--- src/horspool_substring_search_core_macros.svh ---
// Assertion macros for the Horspool substring search core.
`ifndef HORSPOOL_SUBSTRING_SEARCH_CORE_MACROS_SVH
`define HORSPOOL_SUBSTRING_SEARCH_CORE_MACROS_SVH
`ifndef NO_ASSERTIONS
// Same-cycle implication, checked on every rising edge outside reset.
`define HSS_ASSERT_NOW(label, ante, cons) \
	label: assert property (@(posedge clk) disable iff (!arst_n) (ante) |-> (cons)) \
		else $error("hss assertion failed");
// Next-cycle implication, checked on every rising edge outside reset.
`define HSS_ASSERT_NEXT(label, ante, cons) \
	label: assert property (@(posedge clk) disable iff (!arst_n) (ante) |=> (cons)) \
		else $error("hss assertion failed");
`else
`define HSS_ASSERT_NOW(label, ante, cons)
`define HSS_ASSERT_NEXT(label, ante, cons)
`endif
`endif

--- src/hss_pkg.sv ---
// Shared constants, payload types and control structs of the Horspool search core.
package hss_pkg;

	localparam int TEXT_DEPTH    = 4096;
	localparam int PATTERN_MAX   = 16;
	localparam int ALPHABET_SIZE = 256;

	localparam int BYTE_W     = $clog2(ALPHABET_SIZE);
	localparam int ADDR_W     = $clog2(TEXT_DEPTH);
	localparam int CNT_W      = ADDR_W + 1;
	localparam int PLEN_W     = $clog2(PATTERN_MAX + 1);
	localparam int KIDX_W     = $clog2(PATTERN_MAX);
	localparam int PLEN_CFG_W = 5;
	localparam int OFFSET_W   = 12;
	localparam int CFG_W      = 64;
	localparam int CFG_IDX_W  = 2;
	localparam int PAT_W      = 2 * CFG_W;

	// Printable range: tail bytes outside it take a full-length jump
	localparam logic [BYTE_W-1:0] PRINT_LO = 8'h21;
	localparam logic [BYTE_W-1:0] PRINT_HI = 8'h7f;

	// Register indexes
	localparam logic [CFG_IDX_W-1:0] REG_PATTERN_LENGTH = 2'd0;
	localparam logic [CFG_IDX_W-1:0] REG_PATTERN_LOW    = 2'd1;
	localparam logic [CFG_IDX_W-1:0] REG_PATTERN_HIGH   = 2'd2;

	typedef struct packed {
		logic [BYTE_W-1:0] text_byte;
		logic              last_byte;
	} in_item_t;

	typedef struct packed {
		logic                found;
		logic [OFFSET_W-1:0] match_offset;
		logic                overflowed;
	} out_item_t;

	// Controller to datapath
	typedef struct packed {
		logic store;    // write one text byte
		logic init;     // restart window at offset zero
		logic rd_tail;  // read window's last byte
		logic rd_next;  // read next byte of the window
		logic compare;  // read data is valid this cycle
		logic advance;  // jump to next window
		logic set_hit;  // record a match
		logic clr_hit;  // record no match
		logic deliver;  // load output register and clear text state
	} cmd_t;

	// Datapath to controller
	typedef struct packed {
		logic window_fits;
		logic byte_eq;
		logic last_cmp;
	} sts_t;

endpackage

--- src/hss_ctrl.sv ---
// Controller: sequences text loading, window checks, jumps and result delivery.
module hss_ctrl (
	input  logic          clk,
	input  logic          arst_n,
	input  logic          in_valid,
	input  logic          in_last,
	output logic          in_ready,
	output logic          out_valid,
	input  logic          out_ready,
	input  hss_pkg::sts_t sts,
	output hss_pkg::cmd_t cmd
);

	localparam logic [2:0] S_LOAD  = 3'd0;
	localparam logic [2:0] S_ISSUE = 3'd1;
	localparam logic [2:0] S_CMP   = 3'd2;
	localparam logic [2:0] S_SHIFT = 3'd3;
	localparam logic [2:0] S_DONE  = 3'd4;

	logic [2:0] state_q;
	logic [2:0] state_d;
	logic       out_valid_q;
	logic       slot_free;

	assign slot_free = !out_valid_q || out_ready;

	// Next state and command decode
	always_comb begin
		state_d = state_q;
		cmd     = '0;
		unique case (state_q)
			S_LOAD: begin
				cmd.store = in_valid;
				if (in_valid && in_last) begin
					cmd.init = 1'b1;
					state_d  = S_ISSUE;
				end
			end
			S_ISSUE: begin
				if (sts.window_fits) begin
					cmd.rd_tail = 1'b1;
					state_d     = S_CMP;
				end else begin
					cmd.clr_hit = 1'b1;
					state_d     = S_DONE;
				end
			end
			S_CMP: begin
				cmd.compare = 1'b1;
				if (!sts.byte_eq) begin
					state_d = S_SHIFT;
				end else if (sts.last_cmp) begin
					cmd.set_hit = 1'b1;
					state_d     = S_DONE;
				end else begin
					cmd.rd_next = 1'b1;
				end
			end
			S_SHIFT: begin
				cmd.advance = 1'b1;
				state_d     = S_ISSUE;
			end
			S_DONE: begin
				if (slot_free) begin
					cmd.deliver = 1'b1;
					state_d     = S_LOAD;
				end
			end
			default: state_d = S_LOAD;
		endcase
	end

	// State and output valid
	always_ff @(posedge clk or negedge arst_n) begin
		if (!arst_n) begin
			state_q     <= S_LOAD;
			out_valid_q <= 1'b0;
		end else begin
			state_q <= state_d;
			if (cmd.deliver) begin
				out_valid_q <= 1'b1;
			end else if (out_ready) begin
				out_valid_q <= 1'b0;
			end
		end
	end

	assign in_ready  = (state_q == S_LOAD);
	assign out_valid = out_valid_q;

endmodule

--- config.mk ---
export PLATFORM = sky130hd
export DESIGN_NAME = hss_ctrl
export DESIGN_NICKNAME = d
export VERILOG_FILES = /design/src/horspool_substring_search_core_macros.svh /design/src/hss_pkg.sv /design/src/hss_ctrl.sv
export SDC_FILE = /design/constraint.sdc
export NUM_CORES = 1
export LEC_CHECK = 0
export ABC_CLOCK_PERIOD_IN_PS = 3300
export BUFFER_PORTS_ARGS = -buffer_cell sky130_fd_sc_hd__buf_2
export CAP_MARGIN = 10
export CORE_AREA = 8 8 45 47
export CTS_BUF_LIST = sky130_fd_sc_hd__clkbuf_8
export CTS_CLUSTER_SIZE = 8
export DETAILED_ROUTE_END_ITERATION = 7
export DIE_AREA = 0 0 53 55
export GPL_TIMING_DRIVEN = 0
export PLACE_DENSITY = 0.43
export SETUP_SLACK_MARGIN = 0.15
export SLEW_MARGIN = 20
export SYNTH_ARGS = -nofsm -noshare
export SYNTH_HDL_FRONTEND = slang
export SYNTH_SLANG_ARGS = --single-unit
--- constraint.sdc ---
create_clock -name clk -period 3.3 [get_ports clk]
set_input_delay 0.66 -clock clk [delete_from_list [all_inputs] [get_ports clk]]
set_output_delay 0.66 -clock clk [all_outputs]
set_load 0.005 [all_outputs]
==> reports/qor.yml <==
status: "completed"
antenna_cells: 0
grt_max_degree: 10
grt_pass1_vias: 304
areaGrowthSynthToFinish_pct: 53.5
fillers: 157
design.die.area_sq_um: 2920
coreArea_sq_um: 1380
crit_arrival_ps: 1300
most-common-layout-cells: "buf_2 (19), dfrtp_1 (4)"
htree_levels: 1
cts_made_buffers: 3
final_common_cell: "buf_2"
clock-root-buffer: "clkbuf_8"
die_x_microns: 53
worst_setup_path_start_kind: "flop"
fin_setup_tns_ps: 0
fin_crit_ps: 1960
critPathMaxFanout: 8
synth.distinct_cells: 18
max_freq_mhz: 511
required_ps: 2640
final_max_slew_viol_count: 0
endpoint_kind: "output port"
setup_viol: 0
min_period_over_period_pct: 59.3
critical-path-max-stage-delay_ps: 340
crit_type: "reg -> out"
yosys_warnings: 0
postCtsHoldBufs: 0
postRouteAntennaNets: 0
drt_first_iter_violations: 2
clock_sinks: 4
synth-main-ff-cell: "dfrtp_1"
io_pins: 19
drive_gt1_share_pct: 50.0
cts_tree: "built"
skew_ps: 3.40
yosys.area.top_type: "dfrtp_1"
vias: 294
die_h_microns: 55
grt-ovfl-total: 0
rows: 14
antenna_found_initial: 0
p_clk_share_pct: 31.0
ys_ff_latch: 4
leakage_nw: 0.247
clk_latency_ps: 210
slew_headroom_pct: 84.6
hpwl_microns: 620
p_sw_mw: 0.109
synth.top_cell.area_share_pct: 35.4
cts-resized-gates: 0
rsz0062_at_grt: "false"
avgSynthCellArea_sq_um: 8.57
ys_top_cells_by_area: "dfrtp_1 (35%), nor3b_1 (8.0%), nor3b_4 (6.6%), a21oi_1 (5.3%), and3_1 (4.4%)"
syn-num-nets: 41
synth_seq_area_share_pct: 35.4
cpMostUsedCell: "buf_2"
power_density_nw_per_um2: 748
first_pass_iters: 2
synth_area_sq_um: 283
clk_path_buf_depth: 2
drc: 0
routed_wl_microns: 759
gp_congestion: 0.661
port_buffers: 18
synthArstFlopShare_pct: 100
intPower_mw: 0.215
fin_util_pct: 31.4
finalHoldViolations: 0
combPwrFrac_pct: 45.5
grtUsageTotal_pct: 6.08
seqPwrFrac_pct: 23.5
tightest_slew_ps: 231
clkSlewWorstSetupHoldPaths_ps: 30
drt-vias-per-instance: 4.20
swShare_pct: 33.7
vdd_drop_max_v: 0.000223
maxCapViolations: 0
finalPower_mw: 0.325
crit_path_top_delay_cell: "dfrtp_1"
synth_cells: 33
synth-edff-count: 0
grt_pass1_wl_microns: 1300
min_path_type: "in -> async"
postCtsSetupBuffers: 0
start_util_pct: 20.4
wl_per_cell_microns: 10.8
crit_chain: "buf_2 > nor3b_4 > nor3b_1 > buf_2"
nets: 64
==> power groups by stage <==
stage / logic, mW / registers [mW] / clock network [mW]
after floorplan: 0.0973 / 0.0744 / 0
after global placement: 0.152 / 0.0771 / 0
after detailed placement: 0.150 / 0.0769 / 0
after CTS: 0.152 / 0.0768 / 0.105
after global routing: 0.167 / 0.0783 / 0.111
final: 0.148 / 0.0763 / 0.101
==> metrics by stage <==
stage	area (sq um)	hold WS (ps)	instances	setup slack (ps)
6_report	434	241	70	1340
5_1_grt	434	233	70	1240
3_3_place_gp	393	467	67	1520
4_1_cts	434	237	70	1320
2_1_floorplan	283	364	33	1660
3_5_place_dp	393	467	67	1530
==> critical path: cells and delay by family, from the launching register on <==
family	cells	cell delay, ps
and+or+nand+nor	2	430
DFF	1	340
buffers and inverters	2	310
==> final timing paths <==
| check | startpoint | to | slack (ps) | depth (start not counted) |
|---|---|---|---|---|
| worst max register to register | state_q[2]$_DFFE_PN0P_ | state_q[2]$_DFFE_PN0P_ | 2170 | 4 |
| max in group asynchronous | arst_n | state_q[2]$_DFFE_PN0P_ | 2940 | 1 |
| worst min register to register | out_valid$_DFFE_PN0P_ | out_valid$_DFFE_PN0P_ | 550 | 2 |
| worst max-delay path | state_q[2]$_DFFE_PN0P_ | cmd[5] | 1340 | 4 |
| worst min-delay path | arst_n | out_valid$_DFFE_PN0P_ | 240 | 1 |
| min in group clk | out_valid$_DFFE_PN0P_ | out_valid$_DFFE_PN0P_ | 550 | 2 |
==> flip-flops by register name, summed over array words and instances, names as in the netlist <==
signal and cells:
out_valid 1, state_q 3
==> metal layers <==
metal / track usage (%) / up-vias / part of all wire, %
met5: 0 / - / 0
met4: 3.88 / 0 / 0
met3: 4.01 / 0 / 9.6
met2: 8.01 / 14 / 42
met1: 7.02 / 127 / 48
li1: - / 153 / -
==> kinds of logic after synthesis <==
family          synth area share, %
buf+inv                        8.41
simple gates                   42.0
compound gates                 14.2
flops                          35.4
==> synthesized netlist by cell type (2+ instances only) <==
| master | n |
|---|---|
| dfrtp_1 | 4 |
| nand2_1 | 3 |
| and3_1 | 2 |
| inv_1 | 3 |
| a21oi_1 | 3 |
| nor3b_1 | 3 |
| nor2_1 | 3 |
| o21ai_0 | 2 |
==> area by class of cell <==
cell class / count / area (sq um) / area share [%]
flip-flops and latches: 4 / 100 / 23.1
plain buffers: 2 / 12.5 / 2.88
well taps: 16 / 20.0 / 4.61
multi-input cells: 24 / 159 / 36.6
inverters: 3 / 11.3 / 2.59
clock buffers: 3 / 41.3 / 9.51
repair buffers: 18 / 90.1 / 20.7
No activity file was read; power rests on OpenSTA's default activity.
